`config.mk`:
```
export PLATFORM = sky130hd
export DESIGN_NAME = scope_name_hash_table_unit_flat
export DESIGN_NICKNAME = d
export VERILOG_FILES = /design/src/rtl/snht_pkg.sv /design/src/rtl/snht_req_if.sv /design/src/rtl/snht_rsp_if.sv /design/src/rtl/snht_ram.sv /design/src/rtl/snht_hash.sv /design/src/rtl/scope_name_hash_table_unit.sv /design/src/flat_wrapper.sv
export VERILOG_INCLUDE_DIRS = /design/src /design/src/rtl
export SDC_FILE = /design/constraint.sdc
export NUM_CORES = 2
export LEC_CHECK = 0
export BUFFER_PORTS_ARGS = -buffer_cell sky130_fd_sc_hd__buf_2
export CAP_MARGIN = 10
export CORE_ASPECT_RATIO = 0.9
export CORE_UTILIZATION = 30
export DETAILED_ROUTE_END_ITERATION = 7
export GPL_ROUTABILITY_DRIVEN = 0
export GPL_TIMING_DRIVEN = 0
export SLEW_MARGIN = 40
export SYNTH_ARGS = -nofsm -noshare
export SYNTH_HDL_FRONTEND = slang
export SYNTH_SLANG_ARGS = --single-unit
```
`constraint.sdc`:
```
create_clock -name i_clk -period 6.71 [get_ports i_clk]
set_clock_uncertainty 0.15 [all_clocks]
set_input_delay 1.342 -clock i_clk [delete_from_list [all_inputs] [get_ports i_clk]]
set_output_delay 1.342 -clock i_clk [all_outputs]
set_load 0.03 [all_outputs]
```
`src/rtl/scope_name_hash_table_unit_macros.svh`:
```
// assertion macros for the hash table rtl
`ifndef SCOPE_NAME_HASH_TABLE_UNIT_MACROS_SVH
`define SCOPE_NAME_HASH_TABLE_UNIT_MACROS_SVH

`ifndef SYNTHESIS

// property must hold at every clock edge outside reset
`define SNHT_ASSERT(lbl, prop) \
    lbl: assert property (@(posedge i_clk) disable iff (!i_rst_n) prop) \
        else $error("snht assertion failed");

// condition must never be seen outside reset
`define SNHT_NEVER(lbl, cond) \
    lbl: assert property (@(posedge i_clk) disable iff (!i_rst_n) !(cond)) \
        else $error("snht forbidden condition seen");

`else

`define SNHT_ASSERT(lbl, prop)
`define SNHT_NEVER(lbl, cond)

`endif

`endif

```
`src/rtl/snht_pkg.sv`:
```
package snht_pkg;

    // table geometry
    localparam int SLOT_COUNT  = 64;
    localparam int SLOT_W      = $clog2(SLOT_COUNT);
    localparam bit SLOT_POW2   = ((SLOT_COUNT & (SLOT_COUNT - 1)) == 0);
    // entries allowed before the load limit refuses an insert
    localparam int MAX_ENTRIES = (SLOT_COUNT * 7) / 10;

    // key and hash widths
    localparam int ID_W     = 16;
    localparam int KEY_W    = 2 * ID_W;
    localparam int HASH_W   = 32;
    localparam logic [HASH_W-1:0] MIX_CONST = 32'h9e37_79b9;

    // result field widths
    localparam int IDX_W    = 6;

    typedef enum logic [1:0] {
        ST_FOUND     = 2'd0,
        ST_INSERTED  = 2'd1,
        ST_NOT_FOUND = 2'd2,
        ST_FULL      = 2'd3
    } t_status;

    // hash unit result towards the probe controller
    typedef struct packed {
        logic              done;
        logic [SLOT_W-1:0] slot;
    } t_hash_rsp;

endpackage

```
`src/rtl/snht_req_if.sv`:
```
interface snht_req_if;
    import snht_pkg::*;

    logic            valid;
    logic            ready;
    logic            req_type;
    logic [ID_W-1:0] scope_id;
    logic [ID_W-1:0] name_id;

    modport source (output valid, output req_type, output scope_id, output name_id,
                    input ready);
    modport sink   (input valid, input req_type, input scope_id, input name_id,
                    output ready);
endinterface

```
`src/rtl/snht_rsp_if.sv`:
```
interface snht_rsp_if;
    import snht_pkg::*;

    logic             valid;
    logic             ready;
    t_status          status;
    logic [IDX_W-1:0] entry_index;

    modport source (output valid, output status, output entry_index, input ready);
    modport sink   (input valid, input status, input entry_index, output ready);
endinterface

```
`src/rtl/snht_ram.sv`:
```
module snht_ram #(
    parameter int WIDTH = 8,
    parameter int DEPTH = 64,
    parameter int AW    = $clog2(DEPTH)
) (
    input  logic             i_clk,
    input  logic             i_we,
    input  logic [AW-1:0]    i_waddr,
    input  logic [WIDTH-1:0] i_wdata,
    input  logic [AW-1:0]    i_raddr,
    output logic [WIDTH-1:0] o_rdata
);
    logic [WIDTH-1:0] mem [DEPTH];

    // one write port, one registered read port
    always_ff @(posedge i_clk) begin
        if (i_we) begin
            mem[i_waddr] <= i_wdata;
        end
        o_rdata <= mem[i_raddr];
    end
endmodule

```
`src/rtl/snht_hash.sv`:
```
module snht_hash (
    input  logic                   i_clk,
    input  logic                   i_rst_n,
    input  logic                   i_start,
    input  logic [snht_pkg::ID_W-1:0] i_scope,
    input  logic [snht_pkg::ID_W-1:0] i_name,
    output snht_pkg::t_hash_rsp    o_rsp
);
    import snht_pkg::*;

    logic [HASH_W-1:0] mix;

    // scope ^ (name + const + (scope << 6) + (scope >> 2)); the sum stays below 2^32
    always_comb begin
        mix = (HASH_W'(i_name) + MIX_CONST + (HASH_W'(i_scope) << 6)
               + HASH_W'(i_scope >> 2)) ^ HASH_W'(i_scope);
    end

    if (SLOT_POW2) begin : g_mask
        logic [SLOT_W-1:0] r_slot;
        logic              r_done;

        // home slot is the low bits of the hash
        always_ff @(posedge i_clk) begin
            if (i_start) begin
                r_slot <= mix[SLOT_W-1:0];
            end
            if (!i_rst_n) begin
                r_done <= 1'b0;
            end else begin
                r_done <= i_start;
            end
        end

        assign o_rsp.done = r_done;
        assign o_rsp.slot = r_slot;
    end else begin : g_recip
        // slot count reciprocal scaled by 2^32
        localparam logic [HASH_W-1:0] RECIP =
            HASH_W'((64'd1 << HASH_W) / 64'(SLOT_COUNT));
        localparam logic [SLOT_W:0]   SLOT_N = (SLOT_W + 1)'(SLOT_COUNT);

        logic [HASH_W-1:0]   r_hash;
        logic                r_hash_vld;
        logic [SLOT_W:0]     r_hash_lo;
        logic [SLOT_W:0]     r_quot_lo;
        logic                r_quot_vld;
        logic [SLOT_W-1:0]   r_rem;
        logic                r_done;
        logic [2*HASH_W-1:0] prod;
        logic [SLOT_W:0]     diff;
        logic [SLOT_W:0]     n_rem;

        // quotient estimate is low by at most one, so the remainder left
        // after it is below twice the slot count and one subtract fixes it
        always_comb begin
            prod  = {{HASH_W{1'b0}}, r_hash} * {{HASH_W{1'b0}}, RECIP};
            diff  = r_hash_lo - (r_quot_lo * SLOT_N);
            n_rem = (diff >= SLOT_N) ? diff - SLOT_N : diff;
        end

        // three stage pipe: hash, quotient estimate, remainder
        always_ff @(posedge i_clk) begin
            if (i_start) begin
                r_hash <= mix;
            end
            if (r_hash_vld) begin
                r_hash_lo <= r_hash[SLOT_W:0];
                r_quot_lo <= prod[HASH_W +: SLOT_W + 1];
            end
            if (r_quot_vld) begin
                r_rem <= n_rem[SLOT_W-1:0];
            end
            if (!i_rst_n) begin
                r_hash_vld <= 1'b0;
                r_quot_vld <= 1'b0;
                r_done     <= 1'b0;
            end else begin
                r_hash_vld <= i_start;
                r_quot_vld <= r_hash_vld;
                r_done     <= r_quot_vld;
            end
        end

        assign o_rsp.done = r_done;
        assign o_rsp.slot = r_rem;
    end
endmodule

```
`src/rtl/scope_name_hash_table_unit.sv`:
```
// Hash table of (scope, name) id pairs with linear probing over a slot memory and a
// key memory. After reset the slot memory is cleared in a pass over all SLOT_COUNT
// slots during which no request is taken. A request is then hashed to its home slot
// and probed from there until an empty slot or a slot holding the key is found;
// each probe step is a slot memory read followed by a key memory read. When
// SLOT_COUNT is not a power of two the home slot comes from a reciprocal
// multiplication pipeline rather than the low hash bits. Inserts beyond 70% load are
// refused with the full status; a result waits in an output register while the next
// request is taken.
`include "scope_name_hash_table_unit_macros.svh"

module scope_name_hash_table_unit (
    input  logic       i_clk,
    input  logic       i_rst_n,
    snht_req_if.sink   i_req,
    snht_rsp_if.source o_rsp
);
    import snht_pkg::*;

    typedef enum logic [2:0] {
        S_CLEAR,
        S_IDLE,
        S_HASH,
        S_SLOT_CHK,
        S_KEY_CHK,
        S_DONE
    } t_state;

    t_state            r_state, n_state;
    logic [SLOT_W-1:0] r_clr_addr, n_clr_addr;
    logic              r_ensure, n_ensure;
    logic [KEY_W-1:0]  r_key, n_key;
    logic [SLOT_W-1:0] r_slot, n_slot;
    logic [SLOT_W-1:0] r_tag, n_tag;
    logic [SLOT_W-1:0] r_count, n_count;
    t_status           r_res_status, n_res_status;
    logic [SLOT_W-1:0] r_res_index, n_res_index;
    logic              r_rsp_valid, n_rsp_valid;
    t_status           r_out_status, n_out_status;
    logic [IDX_W-1:0]  r_out_index, n_out_index;

    logic              accept;
    logic              do_insert;
    logic [SLOT_W-1:0] next_slot;
    t_hash_rsp         hash_rsp;

    logic              slot_we;
    logic [SLOT_W-1:0] slot_waddr, slot_wdata, slot_raddr, slot_rdata;
    logic              key_we;
    logic [SLOT_W-1:0] key_waddr, key_raddr;
    logic [KEY_W-1:0]  key_rdata;

    assign accept      = i_req.valid && i_req.ready;
    assign i_req.ready = (r_state == S_IDLE);
    assign next_slot   = (r_slot == SLOT_W'(SLOT_COUNT - 1)) ? '0 : r_slot + 1'b1;

    // home slot of the accepted key
    snht_hash u_hash (
        .i_clk   (i_clk),
        .i_rst_n (i_rst_n),
        .i_start (accept),
        .i_scope (i_req.scope_id),
        .i_name  (i_req.name_id),
        .o_rsp   (hash_rsp)
    );

    // slot store: zero is empty, otherwise entry index plus one
    snht_ram #(.WIDTH(SLOT_W), .DEPTH(SLOT_COUNT)) u_slot_ram (
        .i_clk   (i_clk),
        .i_we    (slot_we),
        .i_waddr (slot_waddr),
        .i_wdata (slot_wdata),
        .i_raddr (slot_raddr),
        .o_rdata (slot_rdata)
    );

    // key store indexed by entry
    snht_ram #(.WIDTH(KEY_W), .DEPTH(SLOT_COUNT)) u_key_ram (
        .i_clk   (i_clk),
        .i_we    (key_we),
        .i_waddr (key_waddr),
        .i_wdata (r_key),
        .i_raddr (key_raddr),
        .o_rdata (key_rdata)
    );

    // probe sequencer
    always_comb begin
        n_state      = r_state;
        n_clr_addr   = r_clr_addr;
        n_ensure     = r_ensure;
        n_key        = r_key;
        n_slot       = r_slot;
        n_tag        = r_tag;
        n_count      = r_count;
        n_res_status = r_res_status;
        n_res_index  = r_res_index;
        n_rsp_valid  = r_rsp_valid && !o_rsp.ready;
        n_out_status = r_out_status;
        n_out_index  = r_out_index;
        slot_we      = 1'b0;
        slot_waddr   = r_slot;
        slot_wdata   = r_count + 1'b1;
        slot_raddr   = r_slot;
        key_we       = 1'b0;
        key_waddr    = r_count;
        key_raddr    = slot_rdata - 1'b1;
        do_insert    = 1'b0;

        case (r_state)
            S_CLEAR: begin
                slot_we    = 1'b1;
                slot_waddr = r_clr_addr;
                slot_wdata = '0;
                n_clr_addr = r_clr_addr + 1'b1;
                if (r_clr_addr == SLOT_W'(SLOT_COUNT - 1)) begin
                    n_state = S_IDLE;
                end
            end
            S_IDLE: begin
                if (accept) begin
                    n_ensure = i_req.req_type;
                    n_key    = {i_req.scope_id, i_req.name_id};
                    n_state  = S_HASH;
                end
            end
            S_HASH: begin
                if (hash_rsp.done) begin
                    slot_raddr = hash_rsp.slot;
                    n_slot     = hash_rsp.slot;
                    n_state    = S_SLOT_CHK;
                end
            end
            S_SLOT_CHK: begin
                if (slot_rdata == '0) begin
                    // empty slot ends the probe run
                    n_res_index  = '0;
                    n_res_status = ST_NOT_FOUND;
                    if (r_ensure) begin
                        if (r_count >= SLOT_W'(MAX_ENTRIES)) begin
                            n_res_status = ST_FULL;
                        end else begin
                            do_insert    = 1'b1;
                            slot_we      = 1'b1;
                            key_we       = 1'b1;
                            n_count      = r_count + 1'b1;
                            n_res_index  = r_count;
                            n_res_status = ST_INSERTED;
                        end
                    end
                    n_state = S_DONE;
                end else begin
                    n_tag   = slot_rdata;
                    n_state = S_KEY_CHK;
                end
            end
            S_KEY_CHK: begin
                if (key_rdata == r_key) begin
                    n_res_status = ST_FOUND;
                    n_res_index  = r_tag - 1'b1;
                    n_state      = S_DONE;
                end else begin
                    // collision: move on to the next slot with wrap-around
                    slot_raddr = next_slot;
                    n_slot     = next_slot;
                    n_state    = S_SLOT_CHK;
                end
            end
            S_DONE: begin
                if (!r_rsp_valid || o_rsp.ready) begin
                    n_rsp_valid  = 1'b1;
                    n_out_status = r_res_status;
                    n_out_index  = IDX_W'(r_res_index);
                    n_state      = S_IDLE;
                end
            end
            default: begin
                n_state = S_IDLE;
            end
        endcase
    end

    always_ff @(posedge i_clk) begin
        r_ensure     <= n_ensure;
        r_key        <= n_key;
        r_slot       <= n_slot;
        r_tag        <= n_tag;
        r_res_status <= n_res_status;
        r_res_index  <= n_res_index;
        r_out_status <= n_out_status;
        r_out_index  <= n_out_index;
        if (!i_rst_n) begin
            r_state     <= S_CLEAR;
            r_clr_addr  <= '0;
            r_count     <= '0;
            r_rsp_valid <= 1'b0;
        end else begin
            r_state     <= n_state;
            r_clr_addr  <= n_clr_addr;
            r_count     <= n_count;
            r_rsp_valid <= n_rsp_valid;
        end
    end

    // result register towards the sink
    assign o_rsp.valid       = r_rsp_valid;
    assign o_rsp.status      = r_out_status;
    assign o_rsp.entry_index = r_out_index;

    // an insert bumps the entry count by exactly one
    `SNHT_ASSERT(a_insert_count, (r_state == S_SLOT_CHK && do_insert) |=> (r_count == $past(r_count) + 1'b1))
    // the slot store is only written by the clearing pass or an insert
    `SNHT_NEVER(a_slot_write_src, slot_we && !(r_state == S_CLEAR) && !do_insert)
    // a key check always follows an occupied slot
    `SNHT_ASSERT(a_key_chk_tag, (r_state == S_KEY_CHK) |-> (r_tag != '0))
    // the load limit is never passed
    `SNHT_NEVER(a_load_limit, r_count > SLOT_W'(MAX_ENTRIES))
endmodule

```
`src/flat_wrapper.sv`:
```
// flat-port wrapper written by rule: the top's interface ports become plain ports
module scope_name_hash_table_unit_flat import snht_pkg::*;
  (i_clk, i_rst_n, i_req_valid, i_req_req_type, i_req_scope_id, i_req_name_id, i_req_ready, o_rsp_valid, o_rsp_status, o_rsp_entry_index, o_rsp_ready);
  snht_req_if i_req_i ();
  snht_rsp_if o_rsp_i ();
  input  logic i_clk;
  input  logic i_rst_n;
  input wire logic [$bits(i_req_i.valid)-1:0] i_req_valid;
  input wire logic [$bits(i_req_i.req_type)-1:0] i_req_req_type;
  input wire logic [$bits(i_req_i.scope_id)-1:0] i_req_scope_id;
  input wire logic [$bits(i_req_i.name_id)-1:0] i_req_name_id;
  output wire logic [$bits(i_req_i.ready)-1:0] i_req_ready;
  output wire logic [$bits(o_rsp_i.valid)-1:0] o_rsp_valid;
  output wire logic [$bits(o_rsp_i.status)-1:0] o_rsp_status;
  output wire logic [$bits(o_rsp_i.entry_index)-1:0] o_rsp_entry_index;
  input wire logic [$bits(o_rsp_i.ready)-1:0] o_rsp_ready;
  assign i_req_i.valid = i_req_valid;
  assign i_req_i.req_type = i_req_req_type;
  assign i_req_i.scope_id = i_req_scope_id;
  assign i_req_i.name_id = i_req_name_id;
  assign i_req_ready = i_req_i.ready;
  assign o_rsp_valid = o_rsp_i.valid;
  assign o_rsp_status = o_rsp_i.status;
  assign o_rsp_entry_index = o_rsp_i.entry_index;
  assign o_rsp_i.ready = o_rsp_ready;
  scope_name_hash_table_unit u_core (.i_clk(i_clk), .i_rst_n(i_rst_n), .i_req(i_req_i), .o_rsp(o_rsp_i));
endmodule
```
Word-level counts from Yosys, hierarchy flattened

Memory sizes are Yosys's and may differ from the RTL's. A register that Yosys moved wholly into a read port is not among the register bits.
Cells that the tools add are included.

Word-level logic and storage cells: 90
Register bits: 84
Output and inout port bits: 10
Memory bits (writable): 2432
Memories: 2
Input bits: 37

Reductions and logical operators: 14
Bitwise logic cells: 3
$lt $le $gt $ge: 1
Multiplexer cells: 34
$add $sub $neg: 8
Equal/unequal tests: 14

Memories:

| name                  | words | bits a word | read ports | clocked after Yosys merged registers in | write ports | line           | source |
|---|---|---|---|---|---|---|---|
| u_core.u_key_ram.mem  | 64    | 32          | 1          | 1                                       | 1           | snht_ram.sv:13 | `logic [WIDTH-1:0] mem [DEPTH];` |
| u_core.u_slot_ram.mem | 64    | 6           | 1          | 1                                       | 1           | snht_ram.sv:13 |  |

Operator list:

| operator              | count |
|---|---|
| $mux W6               | 9 |
| $eq A32 B32 Y1        | 1 |
| $add A6 B1 Y6 const B | 4 |
| $pmux W6 S2           | 2 |
| $pmux W3 S6           | 1 |
| $mux W3               | 5 |
| $eq A6 B6 Y1 const B  | 2 |
| $sub A6 B1 Y6 const B | 2 |
| $mux W1               | 11 |
| $mux W2               | 4 |
| $ne A2 B1 Y1 const B  | 4 |
| $reduce_and A4 Y1     | 2 |
| $add A6 B6 Y6         | 1 |
| $add A6 B6 Y6 const B | 1 |
| $eq A3 B2 Y1 const B  | 2 |
| $eq A3 B3 Y1 const B  | 2 |
| $ge A6 B6 Y1 const B  | 1 |
| $logic_not A6 Y1      | 1 |
| $reduce_and A2 Y1     | 3 |
| $xor A6 B6 Y6         | 1 |
| $ne A2 B2 Y1 const B  | 2 |
| $pmux W2 S2           | 1 |
| $eq A3 B1 Y1 const B  | 1 |
| $logic_not A3 Y1      | 1 |
| 7 further kinds       | 10 |

Longest topological paths before layout

Depth in word-level cells: 7
Mapped depth: 15
Mapped depth without buffers: 12

Cells and area by module

A second synthesis with hierarchy kept.

Cell total of the unflattened synthesis: 4405
Area total of the unflattened synthesis: 97921.4 um^2

By module, submodules not included:

| module                        | instances | cells each | seq. area each (um^2) | area each (um^2) |
|---|---|---|---|---|
| snht_ram at u_core.u_key_ram  | 1         | 3324       | 62139.6               | 78515.3 |
| snht_ram at u_core.u_slot_ram | 1         | 720        | 11651.2               | 15225.9 |
| scope_name_hash_table_unit    | 1         | 317        | 2092.0                | 3674.8 |
| snht_hash                     | 1         | 44         | 200.2                 | 505.5 |

Worst setup path before layout

No wires, ideal clock.

Path type: reg2reg
Start: register u_core.u_slot_ram.o_rdata[0], read port of u_core.u_slot_ram.mem
End: memory u_core.u_key_ram.mem[11][0] (netlist bit), enable pin
Clock period less this slack: 4.499 ns
Data arrival time: 3.928 ns
Path slack: 2.211 ns
Buffers on the path: 4
Stages on the path, launching flop included: 13
Required time: 6.139 ns
Library setup time: 0.421 ns
Path through: dfxtp_1 clkbuf_1 buf_2 buf_1 inv_1 ha_1 nand2_1 or3_1 or3_1 clkbuf_1 nor2_1 nand3_1 nor2_1

Longest elaborated chain between the ends: 5

Ends and longest elaborated chain:

| element                       | line                              | source |
|---|---|---|
| start, declared               | snht_ram.sv:11                    | `output logic [WIDTH-1:0] o_rdata` |
| $logic_not A6 Y1              | scope_name_hash_table_unit.sv:135 | `if (slot_rdata == '0) begin` |
| $mux W1                       | scope_name_hash_table_unit.sv:135 |  |
| $mux W1                       | scope_name_hash_table_unit.sv:110 | `case (r_state)` |
| $mux W1                       | snht_ram.sv:17                    | `if (i_we) begin` |
| $mux W1 (not written as such) | snht_ram.sv:18                    | `mem[i_waddr] <= i_wdata;` |
| end, declared                 | snht_ram.sv:13                    |  |

No other way between the ends.

Worst setup path after layout

Start: register u_core.u_slot_ram.o_rdata[0], read port of u_core.u_slot_ram.mem
End: register u_core.u_key_ram.o_rdata[15], read port of u_core.u_key_ram.mem

Longest elaborated chain between the ends: 1

Ends and longest elaborated chain:

| element       | line                              | source |
|---|---|---|
| $sub A6 B1 Y6 | scope_name_hash_table_unit.sv:107 | `key_raddr = slot_rdata - 1'b1;` |
| end, declared | snht_ram.sv:11                    |  |

No other way between the ends.
A chain may end at the register's enable or synchronous reset.

==> metrics.md <==
| Metric | Value |
|---|---|
| Finished Layout Cells | `10,200` |
| Max_slew headroom | `37.1%` |
| Crit-path cells | `clkbuf_1, buf_2, buf_2, inv_1, ha_1, clkbuf_1, clkbuf_1, clkbuf_2, mux4_2, mux4_2, mux4_2` |
| Largest net degree at the start of global routing | `45` |
| Pleak | `39.2 nW` |
| Netlist cell types | `74` |
| Share of cells above drive strength 1 | `27.3%` |
| Wire per inst | `26.0 µm` |
| Die ar. | `0.330 mm²` |
| Hold Path Class | `register to register` |
| Slowest stage delay, CP | `720 ps` |
| Pwr per Cell Area | `379 mW/mm²` |
| Total of max-cap violations | `0` |
| # resized after CTS | `0` |
| Pwr Total | `45.2 mW` |
| Clk buf depth | `4` |
| Worst-path maximum fanout | `10` |
| Fmax | `163 MHz` |
| First-pass GRT wire length | `369,000 µm` |
| CP arrival | `6680 ps` |
| Delay-heaviest family, CP | `buffers and inverters` |
| Congestion Overflow GR | `0` |
| H-tree depth | `4` |
| Unrepaired setup endpoints after global routing | `no` |
| CP required | `7280 ps` |
| Mean Syn Cell Area | `21.9 µm²` |
| Crit path launch | `u_core.u_slot_ram.o_rdata[0]` |
| WS Path Type | `register to register` |
| Layout net count | `5,714` |
| Worst-Margin Slew | `939 ps` |
| Area after DPL | `0.111 mm²` |
| Cell Area, Synth | `0.0982 mm²` |
| Final setup violation count | `0` |
| Initial Utilization | `30.3%` |
| DRT iter0 DRCs | `7,674` |
| DRC | `7` |
| Final Max Tran Viols | `0` |
| Antenna violations before repair | `9` |
| ANT nets after route | `0` |
| CTS clk-pin slew, worst paths | `60 ps` |
| Yosys reg bits | `2,554` |
| Fin area | `0.119 mm²` |
| Area Growth Syn to Fin | `21.3%` |
| Peak VDD IR | `0.000314 V` |
| Register area share after synthesis | `77.4%` |
| CTS Buf Count | `249` |
| Ys Warns | `0` |
| Via Count | `50,700` |
| Worst-skew pair later-pin latency | `900 ps` |
| Total GRT Usage | `15.8%` |
| Worst setup margin | `594 ps` |
| Slowest CP cell | `clkbuf_1` |
| Vias/cell | `4.99` |
| Total clock sinks | `2,554` |
| Fin crit share | `91.2%` |
| CTS tree | `done` |
| Top_reg_cell synth | `edfxtp_1` |
| Failing checks | `design-rule violations` |
| Number of global-route vias before repair | `49,500` |
| 1st-pass router iterations | `8` |
| Syn Inst Count | `4,483` |
| Share of flip-flops with an asynchronous set or reset | `0%` |
| Final hold slack | `267 ps` |
| Clk root buf | `clkbuf_16` |
| PortBufs | `46` |
| Final hold viol count | `0` |
| Core Box Area | `0.325 mm²` |
| Hold Crit Start | `u_core.r_res_index[1]` |
| Status | `complete, but fails checks` |
| Cts hold-fix bufs | `0` |
| Critical path buffer and inverter count | `7` |
| Setup Buffers After CTS | `0` |
| DRT Wirelength | `265,000 µm` |
| Die Ht | `545 µm` |
| Rows | `198` |
| Minimum clock period | `6120 ps` |
| Startpoint Class | `register` |
| Placed cell count | `9,709` |
| FF-to-FF Start | `u_core.u_slot_ram.o_rdata[0]` |
| Dpl ws | `696 ps` |
| Die W | `605 µm` |
| Ports | `47` |
| HPWL Detailed | `187,000 µm` |
| EDFF count, synth | `2,493` |
| CP endpoint kind | `register` |
cell type report:
cell class	instances	area, µm²
antenna	3	7.51
timing repair buffer	288	4400
fill	29600	205000
clock inverter	148	1440
clock buffer	315	6620
tap	4300	5380
buffer	238	1180
sequential	2554	76100
inverter	25	93.8
multi-input combinational	2305	24000
through the flow:
step / TNS [ps] / utilization [%]
floorplan: 0 / -
global route: 0 / 36.7
detailed placement: 0 / 34.2
global placement: -2190970 / 32.7
CTS: 0 / 36.7
finish: 0 / 36.7
power breakdown:
group	switching, mW	internal [mW]
Combinational	7.59	6.04
Clock	5.98	7.93
Sequential	0.121	17.6
per-layer routing:
| layer | share of wire, % | global-route usage (%) |
|---|---|---|
| met5 | 0.014 | 0 |
| met4 | 3.1 | 4.57 |
| met3 | 11 | 4.16 |
| met2 | 44 | 23.4 |
| met1 | 42 | 22.7 |
Yosys cell counts (28+ instances only):
library cell	number	share of area (%)
a21oi_1	75	0.38
a32oi_1	34	0.30
buf_1	49	0.19
buf_2	28	0.14
clkbuf_1	146	0.56
dfxtp_1	61	1.2
edfxtp_1	2493	76
mux2i_1	69	0.70
mux4_2	673	15
nand2_1	283	1.1
nand3_1	60	0.31
nor2_1	143	0.55
xor2_1	41	0.37
flip-flops by register name, summed over array words and instances, names as in the netlist, 2 cells and up:
name,count
u_core.r_slot,6
u_core.u_slot_ram.mem,384
u_core.r_tag,6
u_core.r_state,3
u_core.u_key_ram.mem,2048
u_core.u_hash.g_mask.r_slot,6
u_core.r_res_status,2
u_core.r_res_index,6
u_core.u_key_ram.o_rdata,32
u_core.o_rsp.status,2
u_core.key_waddr,6
u_core.r_key,32
u_core.r_clr_addr,6
u_core.u_slot_ram.o_rdata,6
u_core.o_rsp.entry_index,6
cell families after synthesis:
kind of cell / share of synthesized area (%)
adders and majority gates: 0.211
AOI/OAI and AO/OA: 1.70
and+or+nand+nor: 2.74
buffers and inverters: 1.11
xor gates and xnor gates: 0.571
other: 0.00382
DFF: 77.4
muxes: 16.2
cells in the final DEF (no fill, tap or decap), drive strengths merged, types with 7 or more instances in the layout:
cell | synthesis | routed
nand3 | 60 | 60
a21oi | 75 | 75
o221ai | 8 | 8
clkinvlp | 0 | 12
nor2 | 144 | 144
mux4 | 673 | 673
buf | 92 | 377
ha | 15 | 15
mux2i | 69 | 69
edfxtp | 2493 | 2493
o211ai | 7 | 7
dfxtp | 61 | 61
and4 | 7 | 7
conb | 1 | 640
nor3 | 19 | 19
o21ai | 26 | 26
inv | 25 | 32
o22ai | 14 | 14
bufinv | 0 | 25
nand3b | 12 | 12
nand4 | 11 | 11
nand2b | 7 | 7
a32oi | 34 | 34
and2 | 16 | 16
clkinv | 0 | 104
clkbuf | 146 | 464
and3 | 10 | 10
nor4 | 9 | 9
a221oi | 11 | 11
xnor2 | 23 | 23
mux2 | 8 | 8
xor2 | 41 | 41
nand2 | 283 | 283
final timing paths:
check             slack [ps]  cells after the start                           end
setup / recovery         590                     11  u_core.u_key_ram.o_rdata[15]
hold reg to reg          270                      0   u_core.o_rsp.entry_index[1]
setup reg to reg         590                     11  u_core.u_key_ram.o_rdata[15]
hold / removal           270                      0   u_core.o_rsp.entry_index[1]
Note: power is estimated with default switching activity, not from simulation.
